==> config.mk <==
export PLATFORM = sky130hd
export DESIGN_NAME = json_string_literal_unescaper_top
export DESIGN_NICKNAME = d
export VERILOG_FILES = /design/src/rtl/jslu_pkg.sv /design/src/rtl/jslu_step.sv /design/src/rtl/json_string_literal_unescaper_top.sv
export SDC_FILE = /design/constraint.sdc
export NUM_CORES = 1
export LEC_CHECK = 0
export BUFFER_PORTS_ARGS = -buffer_cell sky130_fd_sc_hd__buf_2
export CAP_MARGIN = 15
export CORE_ASPECT_RATIO = 1.75
export CORE_MARGIN = 4
export CORE_UTILIZATION = 45
export CTS_CLUSTER_SIZE = 40
export DETAILED_ROUTE_END_ITERATION = 8
export GPL_TIMING_DRIVEN = 1
export PLACE_DENSITY_LB_ADDON = 0.08
export SYNTH_ARGS = -nofsm -noshare
export SYNTH_HDL_FRONTEND = slang
export SYNTH_HIERARCHICAL = 1
export SYNTH_SLANG_ARGS = --single-unit
==> constraint.sdc <==
create_clock -name clk_i -period 2.8 [get_ports clk_i]
set_clock_uncertainty 0.15 [all_clocks]
set_input_delay 0.14 -clock clk_i [delete_from_list [all_inputs] [get_ports clk_i]]
set_output_delay 0.14 -clock clk_i [all_outputs]
set_load 0.05 [all_outputs]
==> src/rtl/jslu_pkg.sv <==
`timescale 1ns / 1ps

package jslu_pkg;

  typedef enum logic [3:0] {
    MODE_IDLE = 4'b0001,
    MODE_STR  = 4'b0010,
    MODE_ESC  = 4'b0100,
    MODE_HEX  = 4'b1000
  } mode_e;

  typedef enum logic [2:0] {
    ST_NONE   = 3'd0,
    ST_DATA   = 3'd1,
    ST_END_OK = 3'd2,
    ST_END_ER = 3'd3,
    ST_NOOPEN = 3'd4
  } status_e;

  // decoder state; hex_value holds the first three digits only
  typedef struct packed {
    mode_e       mode;
    logic [1:0]  hex_digits_seen;
    logic [11:0] hex_value;
    logic        failed;
  } dec_state_t;

  localparam dec_state_t StateReset = '{
    mode:            MODE_IDLE,
    hex_digits_seen: 2'd0,
    hex_value:       12'd0,
    failed:          1'b0
  };

  localparam logic [7:0] ChQuote = 8'h22;
  localparam logic [7:0] ChBslash = 8'h5C;
  localparam logic [7:0] ChSlash = 8'h2F;
  localparam logic [7:0] ChB = 8'h62;
  localparam logic [7:0] ChF = 8'h66;
  localparam logic [7:0] ChN = 8'h6E;
  localparam logic [7:0] ChR = 8'h72;
  localparam logic [7:0] ChT = 8'h74;
  localparam logic [7:0] ChU = 8'h75;

endpackage

==> src/rtl/jslu_step.sv <==
`timescale 1ns / 1ps

module jslu_step (
  input  jslu_pkg::dec_state_t state_i,
  input  logic [7:0]           text_byte_i,
  output jslu_pkg::dec_state_t state_o,
  output logic [7:0]           out_byte_o,
  output jslu_pkg::status_e    status_o
);

  logic        nib_ok;
  logic [3:0]  nib;
  logic [15:0] full_value;

  always_comb begin
    nib_ok = 1'b1;
    nib    = 4'd0;
    if (text_byte_i >= 8'h30 && text_byte_i <= 8'h39) begin
      nib = text_byte_i[3:0];
    end else if ((text_byte_i >= 8'h61 && text_byte_i <= 8'h66) ||
                 (text_byte_i >= 8'h41 && text_byte_i <= 8'h46)) begin
      nib = text_byte_i[3:0] + 4'd9;
    end else begin
      nib_ok = 1'b0;
    end
  end

  assign full_value = {state_i.hex_value, nib};

  always_comb begin
    state_o    = state_i;
    out_byte_o = 8'd0;
    status_o   = jslu_pkg::ST_NONE;
    unique case (state_i.mode)
      jslu_pkg::MODE_IDLE: begin
        if (text_byte_i == jslu_pkg::ChQuote) begin
          state_o.mode = jslu_pkg::MODE_STR;
        end else begin
          status_o = jslu_pkg::ST_NOOPEN;
        end
      end
      jslu_pkg::MODE_STR: begin
        if (text_byte_i == jslu_pkg::ChQuote) begin
          status_o = state_i.failed ? jslu_pkg::ST_END_ER : jslu_pkg::ST_END_OK;
          state_o  = jslu_pkg::StateReset;
        end else if (text_byte_i == jslu_pkg::ChBslash) begin
          state_o.mode = jslu_pkg::MODE_ESC;
        end else if (!state_i.failed) begin
          status_o   = jslu_pkg::ST_DATA;
          out_byte_o = text_byte_i;
        end
      end
      jslu_pkg::MODE_ESC: begin
        state_o.mode = jslu_pkg::MODE_STR;
        // after a failure the letter is only consumed to keep pairing
        if (!state_i.failed) begin
          status_o = jslu_pkg::ST_DATA;
          case (text_byte_i)
            jslu_pkg::ChQuote:  out_byte_o = jslu_pkg::ChQuote;
            jslu_pkg::ChBslash: out_byte_o = jslu_pkg::ChBslash;
            jslu_pkg::ChSlash:  out_byte_o = jslu_pkg::ChSlash;
            jslu_pkg::ChB:      out_byte_o = 8'h08;
            jslu_pkg::ChF:      out_byte_o = 8'h0C;
            jslu_pkg::ChN:      out_byte_o = 8'h0A;
            jslu_pkg::ChR:      out_byte_o = 8'h0D;
            jslu_pkg::ChT:      out_byte_o = 8'h09;
            jslu_pkg::ChU: begin
              status_o                = jslu_pkg::ST_NONE;
              state_o.mode            = jslu_pkg::MODE_HEX;
              state_o.hex_digits_seen = 2'd0;
              state_o.hex_value       = 12'd0;
            end
            default: begin
              status_o       = jslu_pkg::ST_NONE;
              state_o.failed = 1'b1;
            end
          endcase
        end
      end
      jslu_pkg::MODE_HEX: begin
        if (text_byte_i == jslu_pkg::ChQuote) begin
          status_o = jslu_pkg::ST_END_ER;
          state_o  = jslu_pkg::StateReset;
        end else if (!nib_ok) begin
          state_o.failed          = 1'b1;
          state_o.mode            = (text_byte_i == jslu_pkg::ChBslash) ?
                                    jslu_pkg::MODE_ESC : jslu_pkg::MODE_STR;
          state_o.hex_digits_seen = 2'd0;
          state_o.hex_value       = 12'd0;
        end else if (state_i.hex_digits_seen == 2'd3) begin
          if (full_value[15:8] != 8'd0) begin
            state_o.failed = 1'b1;
          end else begin
            status_o   = jslu_pkg::ST_DATA;
            out_byte_o = full_value[7:0];
          end
          state_o.mode            = jslu_pkg::MODE_STR;
          state_o.hex_digits_seen = 2'd0;
          state_o.hex_value       = 12'd0;
        end else begin
          state_o.hex_value       = full_value[11:0];
          state_o.hex_digits_seen = state_i.hex_digits_seen + 2'd1;
        end
      end
      default: begin
        state_o = jslu_pkg::StateReset;
      end
    endcase
  end

endmodule

==> src/rtl/json_string_literal_unescaper_top.sv <==
`timescale 1ns / 1ps

// JSON string literal unescaper.
// Input channel: text_byte_i with in_valid_i / in_stall_o carries one raw
// text word per handshake, the opening quote first.
// Output channel: out_byte_o and status_o with out_valid_o / out_stall_i
// carry exactly one result word per input word (status 0 nothing, 1 data,
// 2 end ok, 3 end with error, 4 missing opening quote).
// Path: a taken word enters the input register, then the decode step writes
// the result register, which drives out_valid_o; one input register, then the
// decode step into the result register.
// Throughput is one word per cycle while the receiver does not stall; the
// decoder state register updates on every step, so consecutive words flow without gaps.
// When the receiver stalls, the result register holds its word; an empty input
// register can still take one word, and in_stall_o is high while it holds one.
// On a status 3 end the consumer drops the data bytes of that literal.
// Reset (rst_ni low) empties both registers and returns the decoder to
// idle, waiting for an opening quote.
module json_string_literal_unescaper_top (
  input  logic       clk_i,
  input  logic       rst_ni,
  input  logic       in_valid_i,
  output logic       in_stall_o,
  input  logic [7:0] text_byte_i,
  output logic       out_valid_o,
  input  logic       out_stall_i,
  output logic [7:0] out_byte_o,
  output logic [2:0] status_o
);

  logic                 in_valid_q;
  logic [7:0]           in_byte_q;
  logic                 out_valid_q;
  logic [7:0]           out_byte_q, out_byte_d;
  jslu_pkg::status_e    status_q, status_d;
  jslu_pkg::dec_state_t state_q, state_d;
  logic                 out_free;
  logic                 step_en;

  assign out_free   = !out_valid_q || !out_stall_i;
  assign step_en    = in_valid_q && out_free;
  assign in_stall_o = in_valid_q && !out_free;

  jslu_step u_step (
    .state_i     (state_q),
    .text_byte_i (in_byte_q),
    .state_o     (state_d),
    .out_byte_o  (out_byte_d),
    .status_o    (status_d)
  );

  always_ff @(posedge clk_i or negedge rst_ni) begin
    if (!rst_ni) begin
      in_valid_q  <= 1'b0;
      out_valid_q <= 1'b0;
      state_q     <= jslu_pkg::StateReset;
    end else begin
      if (!in_stall_o) begin
        in_valid_q <= in_valid_i;
      end
      if (out_free) begin
        out_valid_q <= step_en;
      end
      if (step_en) begin
        state_q <= state_d;
      end
    end
  end

  always_ff @(posedge clk_i) begin
    if (in_valid_i && !in_stall_o) begin
      in_byte_q <= text_byte_i;
    end
    if (step_en) begin
      out_byte_q <= out_byte_d;
      status_q   <= status_d;
    end
  end

  assign out_valid_o = out_valid_q;
  assign out_byte_o  = out_byte_q;
  assign status_o    = status_q;

endmodule

==> metrics.md <==
| Metric | Value |
|---|---|
| Diode count | `0` |
| # fillers | `427` |
| DR WL/cell | `19.03 µm` |
| Ys Warns | `6` |
| Layout cells sized above 1 | `31.80%` |
| CP Class | `flip-flop to flip-flop` |
| CP most frequent cell | `mux2_2` |
| Root Driver | `clkbuf_8` |
| First-pass DRT Iterations | `5` |
| Yosys reg bits | `40` |
| CORE AREA | `5020 µm²` |
| Multi-input logic area | `1197 µm²` |
| Vias per cell | `6.489` |
| Minimum clock period | `2659 ps` |
| Fin crit share | `94.98%` |
| Mapped Cells | `211` |
| Final setup fails | `0` |
| Synth-to-Final Area Change | `20.00%` |
| Required time worst endpoint | `2830 ps` |
| # Max-Cap Violations | `0` |
| CP endpoint kind | `flip-flop` |
| CTS tree | `yes` |
| Clock latency reported for the late side of the worst-skew pair | `290 ps` |
| PD cells | `427.4 nW/µm²` |
| Antenna violations before repair | `0` |
| Final core occ | `56.38%` |
| Worst-path fanout max | `15` |
| GP Congestion | `0.9142` |
| Top post-synthesis cells by count | `mux2_2 (21), dfrtp_1 (20), edfxtp_1 (19), a22o_1 (13), nand3_1 (13)` |
| Post-synthesis sequential area ratio | `46.53%` |
| Clk slew on worst S/H paths | `80 ps` |
| Starting density of the core | `46.98%` |
| Measured slew at the worst slew-check pin | `566.5 ps` |
| RSZ-0062 raised after global routing | `yes` |
| Cell at the slowest stage of the critical path | `or4bb_1` |
| Slew Limit Fails | `0` |
| DR DRC count | `0` |
| Row Count | `34` |
| HPWL after DPL | `4.359 mm` |
| Final Hold Vio Count | `0` |
| Drt initial violations | `183` |
| Met2 usage | `35.22%` |
| Routed WL | `5.994 mm` |
| Die X-Extent | `62.73 µm` |
| Post-Syn Nets | `228` |
| Clock Sinks | `40` |
| Status | `complete, no violations` |
| Most Crowded Layer GR | `met2` |
| Startpoint Class | `flip-flop` |
| Final worst slack | `140.7 ps` |
| Fin Setup TNS | `0 ps` |
| First-pass GRT wire length | `10.27 mm` |
| CP top delay family | `multiplexers` |
| Die height | `103.8 µm` |
| I/O pins | `25` |
| RR Startpoint | `in_byte_q[1]` |
| TritonCTS buffer count | `5` |
| Reg-to-reg slack, setup | `140 ps` |
| Worst hold path class | `input pin to asynchronous set/reset pin` |
| EDFF count, synth | `19` |
| Post-synthesis cell type count | `61` |
| Met3 GRT Util | `2.709%` |
| GRT Total Usage | `19.65%` |
| Via count | `2044` |
| Largest net degree at the start of global routing | `31` |
| Pre-CTS setup slack | `-88.67 ps` |
| Register-to-Register Path Depth | `8` |
| WP buf/inv | `2` |
| Clock buffer depth | `2` |
| Largest stage delay on the critical path | `500 ps` |
| GR Overflow Total | `0` |
| Max-slew headroom at the worst pin | `62.11%` |
| Worst path cell trace | `inv_1, ha_2, or4bb_1, o21ai_2, o311ai_1, buf_4, mux2_2, mux2_2` |
| Leading area contributor after synthesis | `edfxtp_1` |
| Number of global-route vias before repair | `2073` |
| Post-DRT Antenna Nets | `0` |
| Peak VDD IR | `0.0003319 V` |
| Area share of the largest cell type after synthesis | `24.19%` |
| Buffers added on ports | `24` |
| Min Hold Slack | `164.9 ps` |
| Final nets | `277` |
| Async SR Flop Fraction | `52.50%` |
| Register area | `1097 µm²` |
| Crit path DAT | `2690 ps` |
| Count leader, synth | `mux2_2` |
| GR Util met1 | `22.69%` |
| Die area | `6509 µm²` |
| Syn avg cell area | `11.18 µm²` |
| Mapped cell area | `2359 µm²` |
| Max frequency | `0.3760 GHz` |
| Main flop type after synthesis | `dfrtp_1` |
| Top post-synthesis cells by area | `edfxtp_1 (24%), dfrtp_1 (21%), mux2_2 (10%), a22o_1 (4.8%), nand3_1 (2.8%)` |
| Max H-tree Level | `2` |
| Static Leak | `1.188 nW` |
| Capturing point of the worst reg2reg path | `state_q[13]` |
[sequential cells by signal, indices dropped and copies added (netlist names)]
name         cells
state_q         19
out_byte_o       8
in_valid_q       1
out_valid_o      1
in_byte_q        8
status_o         3
[repair_timing]
action | 4_1_cts | 5_1_grt
resized for setup | 2 | 5
cloned | 0 | 0
setup endpoints to repair | 14 | 17
hold buffers | 11 | 0
buffers inserted | 0 | 0
endpoints found under the hold margin | 31 | 0
[final cells by class]
cell class,instances,share of cell area (%)
clock buffers,5,2.431
clock inverters,3,0.6631
repair buffers,52,12.64
inverters,6,0.7958
multi-input cells,155,42.31
flip-flops and latches,40,38.77
well taps,54,2.387
[power by group]
group / internal [mW] / switching, mW / total (mW)
clock network: 0.172 / 0.213 / 0.386
registers: 0.638 / 0.0126 / 0.650
logic: 0.0632 / 0.111 / 0.174
[logic make-up (layout without fill, tap and decap cells)]
kind of cell	count (synthesis)	after routing	synth area share, %
simple gates	74	74	19.20
mux	21	21	10.03
flops	40	40	46.53
buf+inv	16	66	3.554
xor+xnor	2	2	0.7428
compound gates	53	53	17.29
fa+ha+maj	5	5	2.653
[per-stage QoR]
step           total power [mW]  area, µm²  instances
2_1_floorplan            0.7714       2359        211
3_3_place_gp             0.8200       2613        296
3_5_place_dp             0.8225       2613        296
4_1_cts                   1.219       2813        315
5_1_grt                   1.260       2830        315
6_report                  1.210       2830        315
[layer usage]
metal / vias up / wire, µm
li1: 918 / -
met1: 991 / 2176
met2: 116 / 3238
met3: 19 / 350
met4: 0 / 229
met5: - / 0
[worst max-delay path by stage]
stage	from	to	cells after the start	slack, ps
2_1_floorplan	in_byte_q[0]	state_q[6]	9	70
3_3_place_gp	in_byte_q[1]	state_q[13]	8	-20
3_5_place_dp	in_byte_q[1]	state_q[13]	7	-90
4_1_cts	in_byte_q[1]	state_q[13]	8	60
5_1_grt	in_byte_q[1]	state_q[0]	9	-50
6_report	in_byte_q[1]	state_q[13]	8	140
[layout by cell type (no fill, tap or decap), drive strengths merged, types with 3 or more instances in the layout]
master / instances
mux2: 21
nor2b: 3
a22o: 13
o31ai: 3
a221o: 3
nor3: 4
nor4b: 3
and2: 4
clkbuf: 5
a21boi: 3
buf: 41
a21o: 3
o211ai: 4
nor2: 10
nor4: 3
edfxtp: 19
nand2: 11
ha: 5
dlygate4sd3: 11
inv: 6
or4: 3
nand2b: 3
o21ai: 8
nand3: 13
or3: 3
dfrtp: 20
(Power assumes the default switching activity.)
